$ cat config.mk
export PLATFORM = sky130hd
export DESIGN_NAME = cartridge_rtc_mapper_registers
export DESIGN_NICKNAME = d
export VERILOG_FILES = /design/src/design/crtc_pkg.sv /design/src/design/crtc_split.sv /design/src/design/crtc_core.sv /design/src/design/crtc_out_fifo.sv /design/src/design/cartridge_rtc_mapper_registers.sv
export VERILOG_INCLUDE_DIRS = /design/src /design/src/design
export SDC_FILE = /design/constraint.sdc
export NUM_CORES = 2
export LEC_CHECK = 0
export ABC_AREA = 1
export BUFFER_PORTS_ARGS = -buffer_cell sky130_fd_sc_hd__buf_4
export CORE_MARGIN = 1
export CORE_UTILIZATION = 40
export CTS_CLUSTER_SIZE = 30
export DETAILED_ROUTE_END_ITERATION = 12
export PLACE_DENSITY = 0.65
export SYNTH_ARGS = -nofsm -noshare
export SYNTH_HDL_FRONTEND = slang
export SYNTH_SLANG_ARGS = --single-unit
export TNS_END_PERCENT = 50
$ cat constraint.sdc
create_clock -name clk -period 10.6 [get_ports clk]
set_input_delay 1.06 -clock clk [delete_from_list [all_inputs] [get_ports clk]]
set_output_delay 1.06 -clock clk [all_outputs]
set_load 0.005 [all_outputs]
$ cat src/design/cartridge_rtc_mapper_registers_assert.svh
// Assertion macros shared by the clock and mapper register block.
// Depends on nothing; files that check their logic include it by name.
`ifndef CARTRIDGE_RTC_MAPPER_REGISTERS_ASSERT_SVH
`define CARTRIDGE_RTC_MAPPER_REGISTERS_ASSERT_SVH

`ifndef ASSERT_OFF

// Same-cycle implication, checked at every rising edge out of reset.
`define CRTC_ASSERT_IMP(label, clk, rst_n, cond, prop) \
    label: assert property (@(posedge clk) disable iff (!rst_n) (cond) |-> (prop)) \
        else $error("same-cycle check failed");

// Next-cycle implication, checked at every rising edge out of reset.
`define CRTC_ASSERT_NXT(label, clk, rst_n, cond, prop) \
    label: assert property (@(posedge clk) disable iff (!rst_n) (cond) |=> (prop)) \
        else $error("next-cycle check failed");

`else

`define CRTC_ASSERT_IMP(label, clk, rst_n, cond, prop)
`define CRTC_ASSERT_NXT(label, clk, rst_n, cond, prop)

`endif

`endif

$ cat src/design/crtc_pkg.sv
// Shared types and constants of the clock and mapper register block.
// Used by every module of the block; depends on nothing.
package crtc_pkg;

    // Item opcodes.
    typedef enum logic [2:0] {
        OP_READ       = 3'd0,
        OP_WRITE      = 3'd1,
        OP_LATCH      = 3'd2,
        OP_SET_TIME   = 3'd3,
        OP_HALT       = 3'd4,
        OP_RESUME     = 3'd5,
        OP_SET_RUMBLE = 3'd6
    } op_t;

    // Steps of the elapsed-time splitter: estimate, multiply back, fix up.
    typedef enum logic [3:0] {
        SPL_IDLE,
        SPL_WQ,
        SPL_WP,
        SPL_WF,
        SPL_HQ,
        SPL_HP,
        SPL_HF,
        SPL_MQ,
        SPL_MP,
        SPL_MF
    } spl_state_t;

    // Splitter status seen by the core.
    typedef struct packed {
        logic busy;
        logic done;
    } crtc_split_stat_t;

    // Time fields produced by one latch, plus the amount folded into the base.
    typedef struct packed {
        logic [7:0]  week;
        logic [7:0]  day_hour;
        logic [7:0]  minute;
        logic [7:0]  second;
        logic [31:0] fold;
    } crtc_split_res_t;

    // Time constants in seconds.
    localparam logic [31:0] SECS_256_WEEKS = 32'd154828800;
    localparam logic [31:0] SECS_WEEK      = 32'd604800;
    localparam logic [31:0] SECS_DAY       = 32'd86400;
    localparam logic [31:0] SECS_HOUR      = 32'd3600;
    localparam logic [31:0] SECS_MINUTE    = 32'd60;

    // Reciprocals for the divisions after the low zero bits are shifted out:
    // weeks use (t >> 7) / 4725, hours (t >> 4) / 225, minutes (t >> 2) / 15.
    localparam logic [12:0] RECIP_WEEK   = 13'd7101;
    localparam logic [12:0] RECIP_HOUR   = 13'd291;
    localparam logic [12:0] RECIP_MINUTE = 13'd68;
    localparam logic [7:0]  HOURS_PER_DAY = 8'd24;

    // Register byte masks.
    localparam logic [7:0] STATUS_HIGH   = 8'hF0;
    localparam logic [7:0] DAY_MASK      = 8'hE0;
    localparam logic [7:0] HOUR_MASK     = 8'h1F;
    localparam logic [7:0] UNMAPPED_BYTE = 8'hFF;

    // Register maps and the registers inside them.
    localparam logic [3:0] MAP_BANK  = 4'd0;
    localparam logic [3:0] MAP_CLOCK = 4'd3;
    localparam logic [1:0] IDX_ROM_LO   = 2'd0;
    localparam logic [1:0] IDX_ROM_HI   = 2'd1;
    localparam logic [1:0] IDX_RAM      = 2'd2;
    localparam logic [1:0] IDX_STATUS   = 2'd3;
    localparam logic [1:0] IDX_WEEK     = 2'd0;
    localparam logic [1:0] IDX_DAY_HOUR = 2'd1;
    localparam logic [1:0] IDX_MINUTE   = 2'd2;
    localparam logic [1:0] IDX_SECOND   = 2'd3;

    // Configuration register index, taken from paddr bit 2.
    localparam logic CFG_INDEX_FEATURE = 1'b0;

endpackage

$ cat src/design/crtc_split.sv
// Elapsed-time splitter: weeks, day and hour, minutes and seconds.
// Uses crtc_pkg; one shared multiplier stepped by a small sequencer.
module crtc_split (
    input  logic                       clk,
    input  logic                       rst_n,
    input  logic                       start,
    input  logic [31:0]                elapsed,
    output crtc_pkg::crtc_split_stat_t stat,
    output crtc_pkg::crtc_split_res_t  res
);
    import crtc_pkg::*;

    spl_state_t  state_reg;
    spl_state_t  state_next;
    logic [31:0] work_reg;
    logic [12:0] quot_reg;
    logic [31:0] prod_reg;
    logic [12:0] weeks_reg;
    logic [7:0]  hours_reg;
    logic [31:0] fold_reg;

    logic [24:0] mul_a;
    logic [19:0] mul_b;
    logic [44:0] mul_full;
    logic [12:0] q_est;
    logic [31:0] div_c;
    logic [31:0] rem;
    logic        rem_ge;
    logic [31:0] rem_fix;
    logic [12:0] q_fix;

    // Hours within a week (below 168) to the packed day and hour byte.
    function automatic logic [7:0] pack_day_hour(input logic [7:0] hours);
        logic [2:0] day;
        logic [7:0] rest;
        day  = 3'd0;
        rest = hours;
        for (int i = 0; i < 6; i++) begin
            if (rest >= HOURS_PER_DAY) begin
                rest = rest - HOURS_PER_DAY;
                day  = day + 3'd1;
            end
        end
        return {day, rest[4:0]};
    endfunction

    // Next step of the sequencer.
    always_comb
    begin
        unique case (state_reg)
            SPL_IDLE: state_next = start ? SPL_WQ : SPL_IDLE;
            SPL_WQ:   state_next = SPL_WP;
            SPL_WP:   state_next = SPL_WF;
            SPL_WF:   state_next = SPL_HQ;
            SPL_HQ:   state_next = SPL_HP;
            SPL_HP:   state_next = SPL_HF;
            SPL_HF:   state_next = SPL_MQ;
            SPL_MQ:   state_next = SPL_MP;
            SPL_MP:   state_next = SPL_MF;
            SPL_MF:   state_next = SPL_IDLE;
            default:  state_next = SPL_IDLE;
        endcase
    end

    // Multiplier operands and divisor for each step.
    always_comb
    begin
        mul_a = '0;
        mul_b = '0;
        div_c = SECS_MINUTE;
        unique case (state_reg)
            SPL_WQ:
            begin
                mul_a = work_reg[31:7];
                mul_b = {7'd0, RECIP_WEEK};
            end
            SPL_WP:
            begin
                mul_a = {12'd0, quot_reg};
                mul_b = SECS_WEEK[19:0];
            end
            SPL_WF:   div_c = SECS_WEEK;
            SPL_HQ:
            begin
                mul_a = {9'd0, work_reg[19:4]};
                mul_b = {7'd0, RECIP_HOUR};
            end
            SPL_HP:
            begin
                mul_a = {12'd0, quot_reg};
                mul_b = SECS_HOUR[19:0];
            end
            SPL_HF:   div_c = SECS_HOUR;
            SPL_MQ:
            begin
                mul_a = {15'd0, work_reg[11:2]};
                mul_b = {7'd0, RECIP_MINUTE};
            end
            SPL_MP:
            begin
                mul_a = {12'd0, quot_reg};
                mul_b = SECS_MINUTE[19:0];
            end
            SPL_MF:   div_c = SECS_MINUTE;
            default:  div_c = SECS_MINUTE;
        endcase
    end

    // The shared multiplier.
    assign mul_full = {20'd0, mul_a} * {25'd0, mul_b};

    // Quotient estimate: the product shifted by the reciprocal's scale.
    always_comb
    begin
        unique case (state_reg)
            SPL_WQ:  q_est = mul_full[37:25];
            SPL_HQ:  q_est = mul_full[28:16];
            SPL_MQ:  q_est = mul_full[22:10];
            default: q_est = '0;
        endcase
    end

    // The estimate is at most one short, so one compare and subtract fixes it.
    assign rem     = work_reg - prod_reg;
    assign rem_ge  = (rem >= div_c);
    assign rem_fix = rem_ge ? (rem - div_c) : rem;
    assign q_fix   = quot_reg + {12'd0, rem_ge};

    // Sequencer state.
    always_ff @(posedge clk or negedge rst_n)
    begin
        if (!rst_n)
        begin
            state_reg <= SPL_IDLE;
        end
        else
        begin
            state_reg <= state_next;
        end
    end

    // Datapath registers.
    always_ff @(posedge clk)
    begin
        unique case (state_reg)
            SPL_IDLE:
            begin
                if (start)
                begin
                    work_reg <= elapsed;
                end
            end
            SPL_WQ, SPL_MQ:
            begin
                quot_reg <= q_est;
            end
            SPL_HQ:
            begin
                quot_reg <= q_est;
                fold_reg <= {27'd0, weeks_reg[12:8]} * SECS_256_WEEKS;
            end
            SPL_WP, SPL_HP, SPL_MP:
            begin
                prod_reg <= mul_full[31:0];
            end
            SPL_WF:
            begin
                work_reg  <= rem_fix;
                weeks_reg <= q_fix;
            end
            SPL_HF:
            begin
                work_reg  <= rem_fix;
                hours_reg <= q_fix[7:0];
            end
            default:
            begin
            end
        endcase
    end

    // Results are complete during the last fix-up step.
    assign stat.busy    = (state_reg != SPL_IDLE);
    assign stat.done    = (state_reg == SPL_MF);
    assign res.week     = weeks_reg[7:0];
    assign res.day_hour = pack_day_hour(hours_reg);
    assign res.minute   = {2'd0, q_fix[5:0]};
    assign res.second   = {2'd0, rem_fix[5:0]};
    assign res.fold     = fold_reg;

endmodule

$ cat src/design/crtc_core.sv
// Input register, clock state and opcode execution of the register block.
// Uses crtc_pkg and crtc_split; assertion macros come from the shared header.
`include "cartridge_rtc_mapper_registers_assert.svh"

module crtc_core (
    input  logic        clk,
    input  logic        rst_n,
    input  logic [1:0]  feature_bits,
    input  logic        in_valid,
    output logic        in_ready,
    input  logic [2:0]  opcode,
    input  logic [31:0] now_seconds,
    input  logic [3:0]  map_select,
    input  logic [15:0] rom_bank,
    input  logic [7:0]  ram_bank,
    input  logic [1:0]  reg_index,
    input  logic [7:0]  write_data,
    input  logic [7:0]  rumble_level,
    input  logic        space,
    output logic        push,
    output logic [7:0]  push_data
);
    import crtc_pkg::*;

    // Input register.
    logic        item_valid_reg;
    logic        item_valid_next;
    logic [2:0]  opcode_reg;
    logic [31:0] now_reg;
    logic [3:0]  map_reg;
    logic [15:0] rom_reg;
    logic [7:0]  ram_reg;
    logic [1:0]  index_reg;
    logic [7:0]  wdata_reg;
    logic [7:0]  level_reg;

    // Clock and mapper state.
    logic [31:0] base_reg;
    logic [31:0] base_next;
    logic [31:0] halted_reg;
    logic [31:0] halted_next;
    logic [7:0]  week_reg;
    logic [7:0]  week_next;
    logic [7:0]  day_hour_reg;
    logic [7:0]  day_hour_next;
    logic [7:0]  minute_reg;
    logic [7:0]  minute_next;
    logic [7:0]  second_reg;
    logic [7:0]  second_next;
    logic [7:0]  rumble_reg;
    logic [7:0]  rumble_next;
    logic        running_reg;
    logic        running_next;
    logic        overflow_reg;
    logic        overflow_next;

    logic             in_accept;
    logic             exec_fire;
    logic             split_start;
    crtc_split_stat_t split_stat;
    crtc_split_res_t  split_res;
    logic [31:0]      time_src;
    logic [31:0]      span;
    logic [7:0]       hour_field;
    logic [7:0]       read_byte;
    op_t              op;

    // The item executes once the splitter is free and the output has room.
    assign exec_fire       = item_valid_reg && !split_stat.busy && space;
    assign in_ready        = !item_valid_reg || exec_fire;
    assign in_accept       = in_valid && in_ready;
    assign item_valid_next = in_accept || (item_valid_reg && !exec_fire);
    assign op              = op_t'(opcode_reg);

    always_ff @(posedge clk or negedge rst_n)
    begin
        if (!rst_n)
        begin
            item_valid_reg <= 1'b0;
        end
        else
        begin
            item_valid_reg <= item_valid_next;
        end
    end

    always_ff @(posedge clk)
    begin
        if (in_accept)
        begin
            opcode_reg <= opcode;
            now_reg    <= now_seconds;
            map_reg    <= map_select;
            rom_reg    <= rom_bank;
            ram_reg    <= ram_bank;
            index_reg  <= reg_index;
            wdata_reg  <= write_data;
            level_reg  <= rumble_level;
        end
    end

    // Time source and the span held in the four time bytes.
    assign time_src   = running_reg ? now_reg : halted_reg;
    assign hour_field = day_hour_reg & HOUR_MASK;
    assign span = {24'd0, second_reg}
                + {24'd0, minute_reg} * SECS_MINUTE
                + {24'd0, hour_field} * SECS_HOUR
                + {29'd0, day_hour_reg[7:5]} * SECS_DAY
                + {24'd0, week_reg} * SECS_WEEK;

    // Register read byte.
    always_comb
    begin
        if (map_reg == MAP_BANK)
        begin
            unique case (index_reg)
                IDX_ROM_LO: read_byte = rom_reg[7:0];
                IDX_ROM_HI: read_byte = rom_reg[15:8];
                IDX_RAM:    read_byte = ram_reg;
                default:    read_byte = STATUS_HIGH
                                      | {4'd0, overflow_reg, running_reg, rumble_reg[1:0]};
            endcase
        end
        else if (map_reg == MAP_CLOCK)
        begin
            unique case (index_reg)
                IDX_WEEK:     read_byte = week_reg;
                IDX_DAY_HOUR: read_byte = day_hour_reg;
                IDX_MINUTE:   read_byte = minute_reg;
                default:      read_byte = second_reg;
            endcase
        end
        else
        begin
            read_byte = UNMAPPED_BYTE;
        end
    end

    // Opcode execution and the writeback of a finished latch.
    always_comb
    begin
        base_next     = base_reg;
        halted_next   = halted_reg;
        week_next     = week_reg;
        day_hour_next = day_hour_reg;
        minute_next   = minute_reg;
        second_next   = second_reg;
        rumble_next   = rumble_reg;
        running_next  = running_reg;
        overflow_next = overflow_reg;
        split_start   = 1'b0;
        push_data     = 8'd0;
        if (split_stat.done)
        begin
            week_next     = split_res.week;
            day_hour_next = split_res.day_hour;
            minute_next   = split_res.minute;
            second_next   = split_res.second;
            base_next     = base_reg + split_res.fold;
            if (split_res.fold != 32'd0)
            begin
                overflow_next = 1'b1;
            end
        end
        else if (exec_fire)
        begin
            unique case (op)
                OP_READ:
                begin
                    push_data = read_byte;
                end
                OP_WRITE:
                begin
                    if (map_reg == MAP_CLOCK)
                    begin
                        unique case (index_reg)
                            IDX_WEEK:     week_next     = wdata_reg;
                            IDX_DAY_HOUR: day_hour_next = wdata_reg;
                            IDX_MINUTE:   minute_next   = wdata_reg;
                            default:      second_next   = wdata_reg;
                        endcase
                    end
                end
                OP_LATCH:
                begin
                    split_start = 1'b1;
                end
                OP_SET_TIME:
                begin
                    base_next = time_src - span;
                end
                OP_HALT:
                begin
                    if (running_reg)
                    begin
                        halted_next  = now_reg;
                        running_next = 1'b0;
                    end
                end
                OP_RESUME:
                begin
                    if (!running_reg)
                    begin
                        base_next    = base_reg + (now_reg - halted_reg);
                        running_next = 1'b1;
                    end
                end
                OP_SET_RUMBLE:
                begin
                    if (feature_bits[0])
                    begin
                        rumble_next = feature_bits[1] ? level_reg
                                                      : {7'd0, (level_reg != 8'd0)};
                    end
                end
                default:
                begin
                end
            endcase
        end
    end

    assign push = exec_fire;

    // State registers.
    always_ff @(posedge clk or negedge rst_n)
    begin
        if (!rst_n)
        begin
            base_reg     <= '0;
            halted_reg   <= '0;
            week_reg     <= '0;
            day_hour_reg <= '0;
            minute_reg   <= '0;
            second_reg   <= '0;
            rumble_reg   <= '0;
            running_reg  <= 1'b0;
            overflow_reg <= 1'b0;
        end
        else
        begin
            base_reg     <= base_next;
            halted_reg   <= halted_next;
            week_reg     <= week_next;
            day_hour_reg <= day_hour_next;
            minute_reg   <= minute_next;
            second_reg   <= second_next;
            rumble_reg   <= rumble_next;
            running_reg  <= running_next;
            overflow_reg <= overflow_next;
        end
    end

    // The latch splitter runs on the elapsed time of this item.
    crtc_split u_split (
        .clk     (clk),
        .rst_n   (rst_n),
        .start   (split_start),
        .elapsed (time_src - base_reg),
        .stat    (split_stat),
        .res     (split_res)
    );

    // A latch starts only on an idle splitter and occupies it the next cycle.
    `CRTC_ASSERT_IMP(a_start_idle, clk, rst_n, split_start, !split_stat.busy)
    `CRTC_ASSERT_NXT(a_start_busy, clk, rst_n, split_start, split_stat.busy)
    // The overflow flag never clears once set.
    `CRTC_ASSERT_NXT(a_overflow_sticky, clk, rst_n, overflow_reg, overflow_reg)
    // The clock starts running only through an executed resume.
    `CRTC_ASSERT_IMP(a_run_by_resume, clk, rst_n, $rose(running_reg), $past(exec_fire) && ($past(opcode_reg) == OP_RESUME))

endmodule

$ cat src/design/crtc_out_fifo.sv
// Two-entry result buffer between execution and the output channel.
// Uses crtc_pkg; assertion macros come from the shared header.
`include "cartridge_rtc_mapper_registers_assert.svh"

module crtc_out_fifo (
    input  logic       clk,
    input  logic       rst_n,
    input  logic       push,
    input  logic [7:0] push_data,
    output logic       space,
    output logic       out_valid,
    input  logic       out_ready,
    output logic [7:0] read_data
);
    import crtc_pkg::*;

    logic [7:0] data_reg [2];
    logic       wr_ptr_reg;
    logic       wr_ptr_next;
    logic       rd_ptr_reg;
    logic       rd_ptr_next;
    logic [1:0] count_reg;
    logic [1:0] count_next;
    logic       pop;

    // Room is judged on the stored count alone, so no path runs from out_ready.
    assign space     = (count_reg != 2'd2);
    assign out_valid = (count_reg != 2'd0);
    assign read_data = data_reg[rd_ptr_reg];
    assign pop       = out_valid && out_ready;

    // Pointer and occupancy updates.
    always_comb
    begin
        wr_ptr_next = push ? !wr_ptr_reg : wr_ptr_reg;
        rd_ptr_next = pop ? !rd_ptr_reg : rd_ptr_reg;
        count_next  = count_reg + {1'b0, push} - {1'b0, pop};
    end

    always_ff @(posedge clk or negedge rst_n)
    begin
        if (!rst_n)
        begin
            wr_ptr_reg <= 1'b0;
            rd_ptr_reg <= 1'b0;
            count_reg  <= 2'd0;
        end
        else
        begin
            wr_ptr_reg <= wr_ptr_next;
            rd_ptr_reg <= rd_ptr_next;
            count_reg  <= count_next;
        end
    end

    // Result storage.
    always_ff @(posedge clk)
    begin
        if (push)
        begin
            data_reg[wr_ptr_reg] <= push_data;
        end
    end

    // No push into a full buffer, and the count stays within two.
    `CRTC_ASSERT_IMP(a_no_overrun, clk, rst_n, push, count_reg != 2'd2)
    `CRTC_ASSERT_IMP(a_count_range, clk, rst_n, 1'b1, count_reg <= 2'd2)
    // Taking the last entry with nothing arriving leaves the buffer empty.
    `CRTC_ASSERT_NXT(a_drain, clk, rst_n, pop && !push && (count_reg == 2'd1), !out_valid)

endmodule

$ cat src/design/cartridge_rtc_mapper_registers.sv
// A result passes the input register, then a two-entry result buffer, before
// it can be taken. Throughput: one item per cycle for read, write, set time,
// halt, resume and set rumble while the splitter is idle and the buffer has
// room. A latch holds the execute stage for its start plus nine splitter steps.
// Reset (rst_n low, asynchronous) clears the clock state, base and halt time,
// flags, rumble level, feature register and result buffer; no clearing pass.
// Top level: APB feature register, execution core and result buffer.
// Uses crtc_pkg, crtc_core and crtc_out_fifo.
module cartridge_rtc_mapper_registers (
    input  logic        clk,
    input  logic        rst_n,
    input  logic        psel,
    input  logic        penable,
    input  logic        pwrite,
    input  logic [2:0]  paddr,
    input  logic [31:0] pwdata,
    output logic [31:0] prdata,
    output logic        pready,
    input  logic        in_valid,
    output logic        in_ready,
    input  logic [2:0]  opcode,
    input  logic [31:0] now_seconds,
    input  logic [3:0]  map_select,
    input  logic [15:0] rom_bank,
    input  logic [7:0]  ram_bank,
    input  logic [1:0]  reg_index,
    input  logic [7:0]  write_data,
    input  logic [7:0]  rumble_level,
    output logic        out_valid,
    input  logic        out_ready,
    output logic [7:0]  read_data
);
    import crtc_pkg::*;

    logic [1:0] feature_bits_reg;
    logic [1:0] feature_bits_next;
    logic       cfg_write;
    logic       push;
    logic [7:0] push_data;
    logic       space;

    // Configuration port: writes complete in the access cycle, reads are direct.
    assign pready    = 1'b1;
    assign cfg_write = psel && penable && pwrite && pready;
    assign feature_bits_next = (cfg_write && (paddr[2] == CFG_INDEX_FEATURE))
                             ? pwdata[1:0] : feature_bits_reg;
    assign prdata = (paddr[2] == CFG_INDEX_FEATURE) ? {30'd0, feature_bits_reg} : 32'd0;

    always_ff @(posedge clk or negedge rst_n)
    begin
        if (!rst_n)
        begin
            feature_bits_reg <= 2'd0;
        end
        else
        begin
            feature_bits_reg <= feature_bits_next;
        end
    end

    // Execution core with the clock state.
    crtc_core u_core (
        .clk          (clk),
        .rst_n        (rst_n),
        .feature_bits (feature_bits_reg),
        .in_valid     (in_valid),
        .in_ready     (in_ready),
        .opcode       (opcode),
        .now_seconds  (now_seconds),
        .map_select   (map_select),
        .rom_bank     (rom_bank),
        .ram_bank     (ram_bank),
        .reg_index    (reg_index),
        .write_data   (write_data),
        .rumble_level (rumble_level),
        .space        (space),
        .push         (push),
        .push_data    (push_data)
    );

    // Result buffer toward the output channel.
    crtc_out_fifo u_out (
        .clk       (clk),
        .rst_n     (rst_n),
        .push      (push),
        .push_data (push_data),
        .space     (space),
        .out_valid (out_valid),
        .out_ready (out_ready),
        .read_data (read_data)
    );

endmodule
==> impl_metrics.ini <==
[final_layout]
stdcell_count = 6487
n_antenna_cell = 0
multi_input_area_mm2 = 0.0273
nNetsFinal = 6115
seq_area_mm2 = 0.00914
fillers = 9895
drive_above_1_share_pct = 5.56
area_growth_pct = 9.73
final_util_pct = 44.6

[logic_synthesis]
synth-warning-count = 0
netlist_top_cells_area = fa_1, edfxtp_1, ha_1
async_flop_share_pct = 34.4
ys.flop_type = edfxtp_1
netlist_area_mm2 = 0.0408
synth_top_area_share_pct = 20.6
yosysSeqAreaShare_pct = 22.4
synth_edf_count = 212
netlist_instances = 4930
yosysTopAreaCell = fa_1
ys_types = 67
yosys_register_bits = 323
synth.avg_cell_area_um2 = 8.29

[grt]
antenna_found_initial = 0
track_usage_pct = 21.6
grt_pass1_vias = 32500
overflow = 0
grt_pass1_wl_um = 176000
grt_start_max_net_pins = 63

[sta]
rsz0062_at_grt = no
fmax_mhz = 108
finalSetupViolCount = 0
fin_tns_setup_ps = 0
drv_slew = 0
finalHoldViolCount = 0
setup_slack_ps = 1330
maxSlewHeadroom_pct = 26.2
period_share_pct = 87.4
tightest_slew_ps = 1100
min_period_ps = 9270
skew_ps = 39.0

[clocking]
cts.clk_slew.worst_paths_ps = 70
cts.hold.buffers_added = 0
numCtsBuffers = 39
clock-sinks = 323
h-tree-depth = 2
cts_setup_buffers = 0
clock_latency_ps = 600
cts_tree = done
cts_root_buf = clkbuf_16
clock_path_buffers = 3
cts_resized = 0

[floorplanning]
num_rows = 116
die_h_um = 322
coreArea_mm2 = 0.101
initial_utilization_pct = 40.6
io_pins = 166
die_w_um = 322
die-area_mm2 = 0.103

[setup_path]
regToRegStartpoint = u_core.u_split.state_reg[1]
critPathSlowestCell = a21boi_0
crit_end = u_core.u_split.quot_reg[0]
r2r_cells = 34
path_class = reg2reg
r2r_end = u_core.u_split.quot_reg[0]
r2r_slack_ps = 1330
critPathCaptureType = flip-flop
cp_data_arrival_time_ps = 9590
setup.worst_path.start_class = flip-flop
cpMostUsedCell = inv_1
critPathMaxStageDelay_ps = 560
path_max_fanout = 22
startpoint = u_core.u_split.state_reg[1]
cp.required_ps = 10920

[drt]
drt-vias-per-instance = 5.05
vias = 32700
wl_um = 112000
ant_nets = 0
drt_iter0_drc = 2323
drt_first_pass_iters = 6
avgRoutedWirePerCell_um = 17.2
drcViolationCount = 0

[run]
maxCapViolCount = 0

[outcome]
status = finished clean

[placement]
dp_hpwl_um = 93300
dp_cells = 6415
gp_congestion = 0.942
pre_cts_slack_ps = 1340
port_buffers = 102

[worst_hold_path]
hold_path.class = reg2reg
-- kinds of logic after synthesis --
kind of cell             count (synthesis)  share of synthesized area, %
AO/OA/AOI/OAI                          810                          11.2
XOR/XNOR                               200                          4.29
adder cells (fa/ha/maj)                893                          35.1
buffers and inverters                 1234                          11.7
flip-flops                             323                          22.4
multiplexers                            15                         0.404
other                                    2                        0.0184
AND/OR/NAND/NOR                       1453                          15.0
-- worst min path at each step --
stage | from | endpoint | cells past startpoint
floorplan | u_core.u_split.weeks_reg[3] | u_core.week_reg[3] | 2
finish | u_core.u_split.weeks_reg[5] | u_core.week_reg[5] | 2
detailed placement | u_core.u_split.weeks_reg[5] | u_core.week_reg[5] | 2
global route | u_core.u_split.state_reg[3] | u_core.u_split.state_reg[1] | 1
global placement | u_core.u_split.weeks_reg[5] | u_core.week_reg[5] | 2
CTS | u_core.u_split.weeks_reg[5] | u_core.week_reg[5] | 2
-- cells in the mapped netlist, drive strengths merged (2+ instances only) --
| cell | instances |
|---|---|
| nand4 | 33 |
| nor3 | 35 |
| ha | 473 |
| mux2i | 3 |
| nor4 | 10 |
| mux2 | 12 |
| nand3 | 149 |
| a211oi | 13 |
| and2 | 4 |
| buf | 46 |
| o221ai | 12 |
| a311oi | 2 |
| fa | 420 |
| a21boi | 10 |
| o22ai | 5 |
| o31ai | 9 |
| a31o | 5 |
| a221oi | 14 |
| xor2 | 127 |
| conb | 2 |
| xnor2 | 73 |
| o21bai | 25 |
| a22o | 2 |
| a31oi | 30 |
| nand2 | 847 |
| dfrtp | 111 |
| a32oi | 3 |
| nor2 | 352 |
| inv | 1131 |
| a21oi | 330 |
| clkbuf | 50 |
| and3 | 2 |
| or2 | 13 |
| o221a | 2 |
| edfxtp | 212 |
| a22oi | 6 |
| clkinv | 7 |
| o211ai | 18 |
| a21o | 12 |
| nand3b | 6 |
| o21ai | 297 |
| o21a | 11 |
-- area by class of cell --
type                            instances  share of cell area, %
Timing Repair Buffer                  135                   2.26
Inverter                             1138                   9.53
Multi-Input combinational cell       3462                   60.9
Tap cell                             1357                   3.79
Sequential cell                       323                   20.4
Clock inverter                         21                  0.586
Clock buffer                           51                   2.53
-- layer usage --
metal | routed length (um) | GRT usage (%)
met1 | 49300 | 28.7
met2 | 54100 | 37.8
met3 | 5950 | 2.23
met4 | 2310 | 4.84
met5 | 0 | 0
-- critical path: cells and delay by family, from the launching register on --
family                     cells  cell delay, ps
adders and majority gates      8            3080
xor gates and xnor gates       1             180
buffers and inverters          7             880
AOI/OAI and AO/OA             11            2960
and+or+nand+nor                7            1490
DFF                            1             420
-- stage by stage --
stage | instance area [um2] | hold WS [ps]
finish | 44800 | 480
global route | 44800 | 513
CTS | 44800 | 473
detailed placement | 43400 | 460
global placement | 43400 | 453
floorplan | 41200 | 433
-- cell usage in the layout (no fill, tap or decap), drive strengths merged, types with 3 or more instances in the layout --
cell type     n
inv        1136
nand2       847
ha          473
fa          420
nor2        352
a21oi       330
o21ai       297
edfxtp      212
nand3       149
buf         135
xor2        127
dfrtp       111
conb         91
xnor2        73
clkbuf       51
nor3         35
nand4        33
a31oi        30
o21bai       25
o211ai       18
clkinv       16
a221oi       14
a211oi       13
or2          13
o221ai       12
a21o         12
mux2         12
o21a         11
nor4         10
a21boi       10
o31ai         9
nand3b        6
a22oi         6
o22ai         5
a31o          5
bufinv        4
and2          4
mux2i         3
a32oi         3
clkinvlp      3
Power is not shown: default switching activity piles up to over one toggle a cycle in this logic, so the estimate is an artifact.
